[config.mk]
export PLATFORM = sky130hd
export DESIGN_NAME = i2c_master_transaction_sequencer_top
export DESIGN_NICKNAME = d
export VERILOG_FILES = /design/src/sv/i2cmts_pkg.sv /design/src/sv/i2c_master_transaction_sequencer_top.sv /design/src/sv/i2cmts_step.sv
export SDC_FILE = /design/constraint.sdc
export NUM_CORES = 1
export LEC_CHECK = 0
export BUFFER_PORTS_ARGS = -buffer_cell sky130_fd_sc_hd__buf_4
export CAP_MARGIN = 20
export CELL_PAD_IN_SITES_DETAIL_PLACEMENT = 2
export CELL_PAD_IN_SITES_GLOBAL_PLACEMENT = 2
export CORE_UTILIZATION = 37
export DETAILED_ROUTE_END_ITERATION = 6
export PLACE_DENSITY_LB_ADDON = 0.1
export SETUP_SLACK_MARGIN = 0.3
export SLEW_MARGIN = 20
export SYNTH_ARGS = -nofsm -noshare
export SYNTH_HDL_FRONTEND = slang
export SYNTH_SLANG_ARGS = --single-unit
[constraint.sdc]
create_clock -name i_clk -period 5.3 [get_ports i_clk]
set_clock_uncertainty 0.05 [all_clocks]
set_input_delay 1.06 -clock i_clk [delete_from_list [all_inputs] [get_ports i_clk]]
set_output_delay 1.06 -clock i_clk [all_outputs]
set_load 0.01 [all_outputs]
[src/sv/i2cmts_pkg.sv]
// Shared types and codes of the I2C master transaction sequencer.
package i2cmts_pkg;

    // Kind of input word
    localparam logic OP_BEGIN = 1'b0;
    localparam logic OP_EVENT = 1'b1;

    // Bus event codes reported by the byte engine
    localparam logic [2:0] BUS_START      = 3'd0;
    localparam logic [2:0] BUS_RSTART     = 3'd1;
    localparam logic [2:0] BUS_ARB_LOST   = 3'd2;
    localparam logic [2:0] BUS_ADDR_ACK   = 3'd3;
    localparam logic [2:0] BUS_ADDR_NACK  = 3'd4;
    localparam logic [2:0] BUS_DATA_ACK   = 3'd5;
    localparam logic [2:0] BUS_DATA_NACK  = 3'd6;
    localparam logic [2:0] BUS_OTHER      = 3'd7;

    // Commands to the byte engine
    localparam logic [2:0] CMD_NONE   = 3'd0;
    localparam logic [2:0] CMD_START  = 3'd1;
    localparam logic [2:0] CMD_SEND   = 3'd2;
    localparam logic [2:0] CMD_RX_ACK = 3'd3;
    localparam logic [2:0] CMD_RX_NAK = 3'd4;

    // Final status codes
    localparam logic [1:0] FS_OK    = 2'd0;
    localparam logic [1:0] FS_ANACK = 2'd1;
    localparam logic [1:0] FS_ERR   = 2'd2;

    typedef enum logic [3:0] {
        PH_IDLE  = 4'b0001,
        PH_START = 4'b0010,
        PH_ADDR  = 4'b0100,
        PH_DATA  = 4'b1000
    } t_phase;

    typedef struct packed {
        t_phase      phase;
        logic [6:0]  address;
        logic        direction;
        logic [7:0]  bytes_wanted;
        logic [7:0]  bytes_done;
        logic        stop_flag;
    } t_state;

    typedef struct packed {
        logic        operation;
        logic [6:0]  target_address;
        logic        read_not_write;
        logic [7:0]  byte_count;
        logic        stop_after_write;
        logic [2:0]  bus_status;
        logic [7:0]  data_byte;
    } t_item;

    typedef struct packed {
        logic [2:0]  command;
        logic [7:0]  command_byte;
        logic        issue_stop;
        logic        done_res;
        logic [1:0]  final_status;
        logic        read_valid;
        logic [7:0]  read_byte;
    } t_result;

endpackage

[src/sv/i2c_master_transaction_sequencer_top.sv]
// Top level of the I2C master transaction sequencer: state and result registers.
// Each accepted word (a begin request or a bus event from the byte engine) yields
// exactly one result word in the next cycle: the next engine command, any STOP
// request, completion status and any received byte. A new word is taken every
// cycle as long as the result register is empty or being read in the same cycle;
// the only limit is the single result register, so the sustained rate is one word
// per clock. A begin word while a transfer runs drops that transfer and restarts.
module i2c_master_transaction_sequencer_top (
    input  logic       i_clk,
    input  logic       i_rst_n,
    input  logic       i_in_valid,
    output logic       o_in_ready,
    input  logic       i_operation,
    input  logic [6:0] i_target_address,
    input  logic       i_read_not_write,
    input  logic [7:0] i_byte_count,
    input  logic       i_stop_after_write,
    input  logic [2:0] i_bus_status,
    input  logic [7:0] i_data_byte,
    output logic       o_out_valid,
    input  logic       i_out_ready,
    output logic [2:0] o_command,
    output logic [7:0] o_command_byte,
    output logic       o_issue_stop,
    output logic       o_done_res,
    output logic [1:0] o_final_status,
    output logic       o_read_valid,
    output logic [7:0] o_read_byte
);

    i2cmts_pkg::t_state  r_state;
    i2cmts_pkg::t_state  n_state;
    i2cmts_pkg::t_item   item;
    i2cmts_pkg::t_result n_result;
    i2cmts_pkg::t_result r_result;
    logic                r_out_valid;
    logic                in_accept;

    // Gather the input word
    assign item = '{
        operation:        i_operation,
        target_address:   i_target_address,
        read_not_write:   i_read_not_write,
        byte_count:       i_byte_count,
        stop_after_write: i_stop_after_write,
        bus_status:       i_bus_status,
        data_byte:        i_data_byte
    };

    // Accept while the result register is free or draining
    assign o_in_ready = !r_out_valid || i_out_ready;
    assign in_accept  = i_in_valid && o_in_ready;

    i2cmts_step u_step (
        .i_state  (r_state),
        .i_item   (item),
        .o_state  (n_state),
        .o_result (n_result)
    );

    // Advance the sequencer state
    always_ff @(posedge i_clk) begin
        if (!i_rst_n) begin
            r_state <= '{
                phase:        i2cmts_pkg::PH_IDLE,
                address:      7'd0,
                direction:    1'b0,
                bytes_wanted: 8'd0,
                bytes_done:   8'd0,
                stop_flag:    1'b0
            };
        end else if (in_accept) begin
            r_state <= n_state;
        end
    end

    // Hold the result until taken
    always_ff @(posedge i_clk) begin
        if (!i_rst_n) begin
            r_out_valid <= 1'b0;
        end else if (in_accept) begin
            r_out_valid <= 1'b1;
        end else if (i_out_ready) begin
            r_out_valid <= 1'b0;
        end
    end

    always_ff @(posedge i_clk) begin
        if (in_accept) begin
            r_result <= n_result;
        end
    end

    assign o_out_valid    = r_out_valid;
    assign o_command      = r_result.command;
    assign o_command_byte = r_result.command_byte;
    assign o_issue_stop   = r_result.issue_stop;
    assign o_done_res     = r_result.done_res;
    assign o_final_status = r_result.final_status;
    assign o_read_valid   = r_result.read_valid;
    assign o_read_byte    = r_result.read_byte;

    // A finished transfer issues no further command
    a_done_no_cmd: assert property (@(posedge i_clk) disable iff (!i_rst_n)
        r_out_valid && r_result.done_res |-> r_result.command == i2cmts_pkg::CMD_NONE)
        else $error("command issued with done");

    // Command byte is only nonzero with a send
    a_byte_only_send: assert property (@(posedge i_clk) disable iff (!i_rst_n)
        r_out_valid && r_result.command != i2cmts_pkg::CMD_SEND
        |-> r_result.command_byte == 8'd0)
        else $error("command byte without send");

    // Status is only reported with done
    a_status_with_done: assert property (@(posedge i_clk) disable iff (!i_rst_n)
        r_out_valid && !r_result.done_res |-> r_result.final_status == i2cmts_pkg::FS_OK)
        else $error("status without done");

    // A begin word always lands in the start phase and asks for START
    a_begin_start: assert property (@(posedge i_clk) disable iff (!i_rst_n)
        in_accept && i_operation == i2cmts_pkg::OP_BEGIN
        |=> r_state.phase == i2cmts_pkg::PH_START && r_out_valid
            && r_result.command == i2cmts_pkg::CMD_START)
        else $error("begin did not start");

    // Completion returns the sequencer to idle
    a_done_idle: assert property (@(posedge i_clk) disable iff (!i_rst_n)
        in_accept && n_result.done_res |=> r_state.phase == i2cmts_pkg::PH_IDLE)
        else $error("done without idle");

endmodule

[src/sv/i2cmts_step.sv]
// Next-state and result logic for one word of the transaction sequencer.
module i2cmts_step (
    input  i2cmts_pkg::t_state  i_state,
    input  i2cmts_pkg::t_item   i_item,
    output i2cmts_pkg::t_state  o_state,
    output i2cmts_pkg::t_result o_result
);

    logic [7:0] done_inc;
    logic       stop_wanted;
    logic       rx_more_after_first;
    logic       rx_more_after_inc;

    // Byte counter step and stop rule
    assign done_inc            = i_state.bytes_done + 8'd1;
    assign stop_wanted         = i_state.direction | i_state.stop_flag;
    assign rx_more_after_first = 8'd1 < i_state.bytes_wanted;
    assign rx_more_after_inc   = (done_inc + 8'd1) < i_state.bytes_wanted;

    always_comb begin
        o_state  = i_state;
        o_result = '0;

        if (i_item.operation == i2cmts_pkg::OP_BEGIN) begin
            // Latch the new transfer and request START
            o_state.address      = i_item.target_address;
            o_state.direction    = i_item.read_not_write;
            o_state.bytes_wanted = i_item.byte_count;
            o_state.stop_flag    = i_item.stop_after_write;
            o_state.bytes_done   = 8'd0;
            o_state.phase        = i2cmts_pkg::PH_START;
            o_result.command     = i2cmts_pkg::CMD_START;
        end else begin
            unique case (i_state.phase)
                i2cmts_pkg::PH_IDLE: begin
                    o_state.phase = i2cmts_pkg::PH_IDLE;
                end
                i2cmts_pkg::PH_START: begin
                    // Send the address byte once the bus is ours
                    priority if (i_item.bus_status == i2cmts_pkg::BUS_START ||
                                 i_item.bus_status == i2cmts_pkg::BUS_RSTART) begin
                        o_result.command      = i2cmts_pkg::CMD_SEND;
                        o_result.command_byte = {i_state.address, i_state.direction};
                        o_state.phase         = i2cmts_pkg::PH_ADDR;
                    end else if (i_item.bus_status == i2cmts_pkg::BUS_ARB_LOST) begin
                        o_result.command = i2cmts_pkg::CMD_START;
                    end else begin
                        o_result.done_res     = 1'b1;
                        o_result.final_status = i2cmts_pkg::FS_ERR;
                        o_state.phase         = i2cmts_pkg::PH_IDLE;
                    end
                end
                i2cmts_pkg::PH_ADDR: begin
                    priority if (i_item.bus_status == i2cmts_pkg::BUS_ARB_LOST) begin
                        o_result.command = i2cmts_pkg::CMD_START;
                        o_state.phase    = i2cmts_pkg::PH_START;
                    end else if (i_item.bus_status == i2cmts_pkg::BUS_ADDR_ACK) begin
                        o_state.bytes_done = 8'd0;
                        priority if (i_state.bytes_wanted == 8'd0) begin
                            o_result.done_res     = 1'b1;
                            o_result.final_status = i2cmts_pkg::FS_OK;
                            o_result.issue_stop   = stop_wanted;
                            o_state.phase         = i2cmts_pkg::PH_IDLE;
                        end else if (!i_state.direction) begin
                            o_result.command      = i2cmts_pkg::CMD_SEND;
                            o_result.command_byte = i_item.data_byte;
                            o_state.phase         = i2cmts_pkg::PH_DATA;
                        end else begin
                            o_result.command = rx_more_after_first ?
                                i2cmts_pkg::CMD_RX_ACK : i2cmts_pkg::CMD_RX_NAK;
                            o_state.phase    = i2cmts_pkg::PH_DATA;
                        end
                    end else begin
                        // Address NACK or anything unexpected ends the transfer
                        o_result.done_res     = 1'b1;
                        o_result.final_status =
                            (i_item.bus_status == i2cmts_pkg::BUS_ADDR_NACK) ?
                            i2cmts_pkg::FS_ANACK : i2cmts_pkg::FS_ERR;
                        o_result.issue_stop   = stop_wanted;
                        o_state.phase         = i2cmts_pkg::PH_IDLE;
                    end
                end
                i2cmts_pkg::PH_DATA: begin
                    if (!i_state.direction) begin
                        // Write: next byte on ACK, finish at count
                        if (i_item.bus_status == i2cmts_pkg::BUS_DATA_ACK) begin
                            o_state.bytes_done = done_inc;
                            if (done_inc >= i_state.bytes_wanted) begin
                                o_result.done_res     = 1'b1;
                                o_result.final_status = i2cmts_pkg::FS_OK;
                                o_result.issue_stop   = stop_wanted;
                                o_state.phase         = i2cmts_pkg::PH_IDLE;
                            end else begin
                                o_result.command      = i2cmts_pkg::CMD_SEND;
                                o_result.command_byte = i_item.data_byte;
                            end
                        end else begin
                            o_result.done_res     = 1'b1;
                            o_result.final_status = i2cmts_pkg::FS_ERR;
                            o_result.issue_stop   = stop_wanted;
                            o_state.phase         = i2cmts_pkg::PH_IDLE;
                        end
                    end else begin
                        // Read: deliver the byte, ACK all but the last
                        if (i_item.bus_status == i2cmts_pkg::BUS_DATA_ACK ||
                            i_item.bus_status == i2cmts_pkg::BUS_DATA_NACK) begin
                            o_result.read_valid = 1'b1;
                            o_result.read_byte  = i_item.data_byte;
                            o_state.bytes_done  = done_inc;
                            priority if (done_inc >= i_state.bytes_wanted) begin
                                o_result.done_res     = 1'b1;
                                o_result.final_status = i2cmts_pkg::FS_OK;
                                o_result.issue_stop   = 1'b1;
                                o_state.phase         = i2cmts_pkg::PH_IDLE;
                            end else if (i_item.bus_status ==
                                         i2cmts_pkg::BUS_DATA_NACK) begin
                                o_result.done_res     = 1'b1;
                                o_result.final_status = i2cmts_pkg::FS_ERR;
                                o_result.issue_stop   = 1'b1;
                                o_state.phase         = i2cmts_pkg::PH_IDLE;
                            end else begin
                                o_result.command = rx_more_after_inc ?
                                    i2cmts_pkg::CMD_RX_ACK : i2cmts_pkg::CMD_RX_NAK;
                            end
                        end else begin
                            o_result.done_res     = 1'b1;
                            o_result.final_status = i2cmts_pkg::FS_ERR;
                            o_result.issue_stop   = 1'b1;
                            o_state.phase         = i2cmts_pkg::PH_IDLE;
                        end
                    end
                end
                default: begin
                    o_state.phase = i2cmts_pkg::PH_IDLE;
                end
            endcase
        end
    end

endmodule

==> results.ini <==
[yosys]
synth_flop_cell=dfxtp_1
synth_mux_area_frac=0.00328
synth-edff-count=24
syn_area_um2=3050
syn_nets=373
yosys.area_share.simple=0.216
synth_top_family_by_area=simple AND/OR/NAND/NOR gates
synthAdderAreaFrac=0.0778
yosys_warnings=0
ys_types=54
synth.avg_cell_area_um2=9.51
async_reset_ff_frac=0
synth_compound_area_frac=0.196
netlist_instances=321
yosysSeqAreaShare=0.433
synth_seq_cells=54
synth-xor-area-share=0.0315

[sta]
final_max_slew_viol_count=0
finalHoldViolCount=0
final.min_clock_period_ns=3.35
fin_setup_tns_ns=0
min_period_over_period=0.632
maxSlewHeadroom=0.310
tightestPinTransition_ns=1.03
rsz0062_at_grt=no
fmax_mhz=299
setup_viol_count_final=0

[grt]
grt_overflow=0
grt_start_max_net_pins=34
grt_pass1_wl_um=14900
track_usage=0.223
antenna_found_initial=0
grt_pass1_vias=2901

[layout]
area_delta_synth_final_pct=20.2
drive_above_1_share=0.203
final_cell_mix=buf_4, nand2_1, dfxtp_1, edfxtp_1
layout.cells.non_filler=477
antenna_cells=0
fillers=891
multi_input_area_um2=1600
regArea_um2=1320
nets=426
layout_commonest_cell=buf_4

[placed_design]
dp_cells=469
place_hpwl_um=6910
io_buffer_count=58
place.gp.congestion=0.802

[routing]
via_per_inst=5.57
drtIter0Drc=59
firstDrtPassIters=4
wl_um=9150
route.detailed.drc=0
ant_nets=0
wl_per_cell_um=19.2
vias=2655

[critical_path]
worst_setup_path_start_kind=register
crit_type=reg -> reg
crit_path_end_kind=register
cp.required_ns=5.50
worstPathArrival_ns=3.55
critical_path_peak_fanout=9

[die]
die_y_um=92.9
die_x_um=92.9
initial_core_util=0.389
io_pins=59
core_area_um2=7850
row_count=32
die_area_um2=8620

[cts]
cts-resized-gates=0
cts_inserted_buffers=5
post_cts_buffers=0
clockRootBuffer=clkbuf_8
clk_pin_slew_ns=0.11
htree_levels=2
cts_tree=built
worstSkewPairLatency_ns=0.32
cts_hold_buf=0
cts_sinks=54
clk_path_buf_depth=2

[pwr]
p_per_area_nw_per_um2=224
max-vdd-ir-drop_v=0.000130
p_leak_nw=1.54

[flow_run]
max_cap_viol_count=0

[outcome]
status=complete, no violations

[hold_path]
min_path_type=reg -> reg

==> metrics by stage <==
| stage | power, mW | util | cell area, um^2 | setup slack, ns | hold WS [ns] |
|---|---|---|---|---|---|
| 6_report | 0.823 | 0.468 | 3670 | 1.95 | 0.442 |
| 5_1_grt | 0.858 | 0.468 | 3670 | 1.68 | 0.478 |
| 4_1_cts | 0.832 | 0.468 | 3670 | 1.93 | 0.444 |
| 3_5_place_dp | 0.578 | 0.455 | 3570 | 1.83 | 0.424 |
| 3_3_place_gp | 0.572 | 0.455 | 3570 | 1.98 | 0.402 |
| 2_1_floorplan | 0.522 | - | 3050 | 2.45 | 0.394 |
==> kinds of logic (layout without fill, tap and decap cells) <==
logic type      count (synthesis)  in the layout
simple gates                  122            122
mux                             1              1
buf+inv                        34             88
fa+ha+maj                      19             19
xor+xnor                       11             11
flops                          54             54
compound gates                 80             80
==> worst paths after layout <==
| kind | startpoint | end | slack [ns] | cells after the start |
|---|---|---|---|---|
| max | r_state[1] | r_state[28] | 1.95 | 10 |
| min | r_state[24] | r_state[24] | 0.44 | 2 |
| max reg2reg | r_state[1] | r_state[28] | 1.95 | 10 |
| min reg2reg | r_state[24] | r_state[24] | 0.44 | 2 |
==> registers in the layout, indices dropped and copies added (netlist names) <==
signal,flops
o_command_byte,8
o_done_res,1
o_final_status,2
r_state,29
o_read_byte,8
o_command,3
o_read_valid,1
o_issue_stop,1
o_out_valid,1
==> critical path: stages (launching register included) <==
cell and delay (ns):
dfxtp_1 0.51, ha_1 0.30, nand3_1 0.11, xor2_1 0.22
inv_1 0.12, ha_1 0.20, or4_1 0.52, o2111ai_1 0.29
o21ai_0 0.26, o31ai_1 0.45, mux2i_1 0.25
==> synth_stat cells, types with 2 or more instances <==
library cell   n  area share
nor3_1         7       0.011
nand2b_1       4      0.0082
nor2b_1        4      0.0082
nor4bb_1       2      0.0066
o221ai_1       2      0.0057
dfxtp_1       30        0.20
ha_1          19       0.078
nor4b_1        2      0.0057
a21boi_1       2      0.0049
clkbuf_1      10       0.012
o31ai_1        8       0.020
a21oi_1       11       0.018
or3_1          2      0.0041
a31oi_1        2      0.0041
a21o_1         2      0.0049
edfxtp_1      24        0.24
or4_1          3      0.0074
nand2_1       47       0.058
xor2_1         4       0.011
and2_1         9       0.018
nand3_1       13       0.021
nor2_1        15       0.018
and3_1         3      0.0061
o211a_1        4       0.013
o21ai_0        8       0.013
a21boi_0      21       0.052
inv_1         21       0.026
buf_2          2      0.0033
a22oi_1        2      0.0049
xnor2_1        7       0.020
a22o_1         8       0.023
==> layer usage <==
layer,vias to the layer above,global-route usage,part of all wire
met2,53,0.412,0.52
met5,-,0,0
met3,10,0.0296,0.029
met1,1327,0.274,0.44
li1,1265,-,-
met4,0,0.0462,0.0084
==> power by group <==
| part | total [mW] | switching (mW) | internal, mW |
|---|---|---|---|
| Combinational | 0.107 | 0.0611 | 0.0457 |
| Clock | 0.255 | 0.157 | 0.0985 |
| Sequential | 0.461 | 0.0109 | 0.450 |
==> layout make-up <==
cell class                      count  share of cell area
Multi-Input combinational cell    233               0.437
Clock buffer                        5              0.0187
Tap cell                          102              0.0348
Timing Repair Buffer               59               0.121
Inverter                           21              0.0215
Clock inverter                      3             0.00784
Sequential cell                    54               0.360
Note: power is estimated with default switching activity, not from simulation.
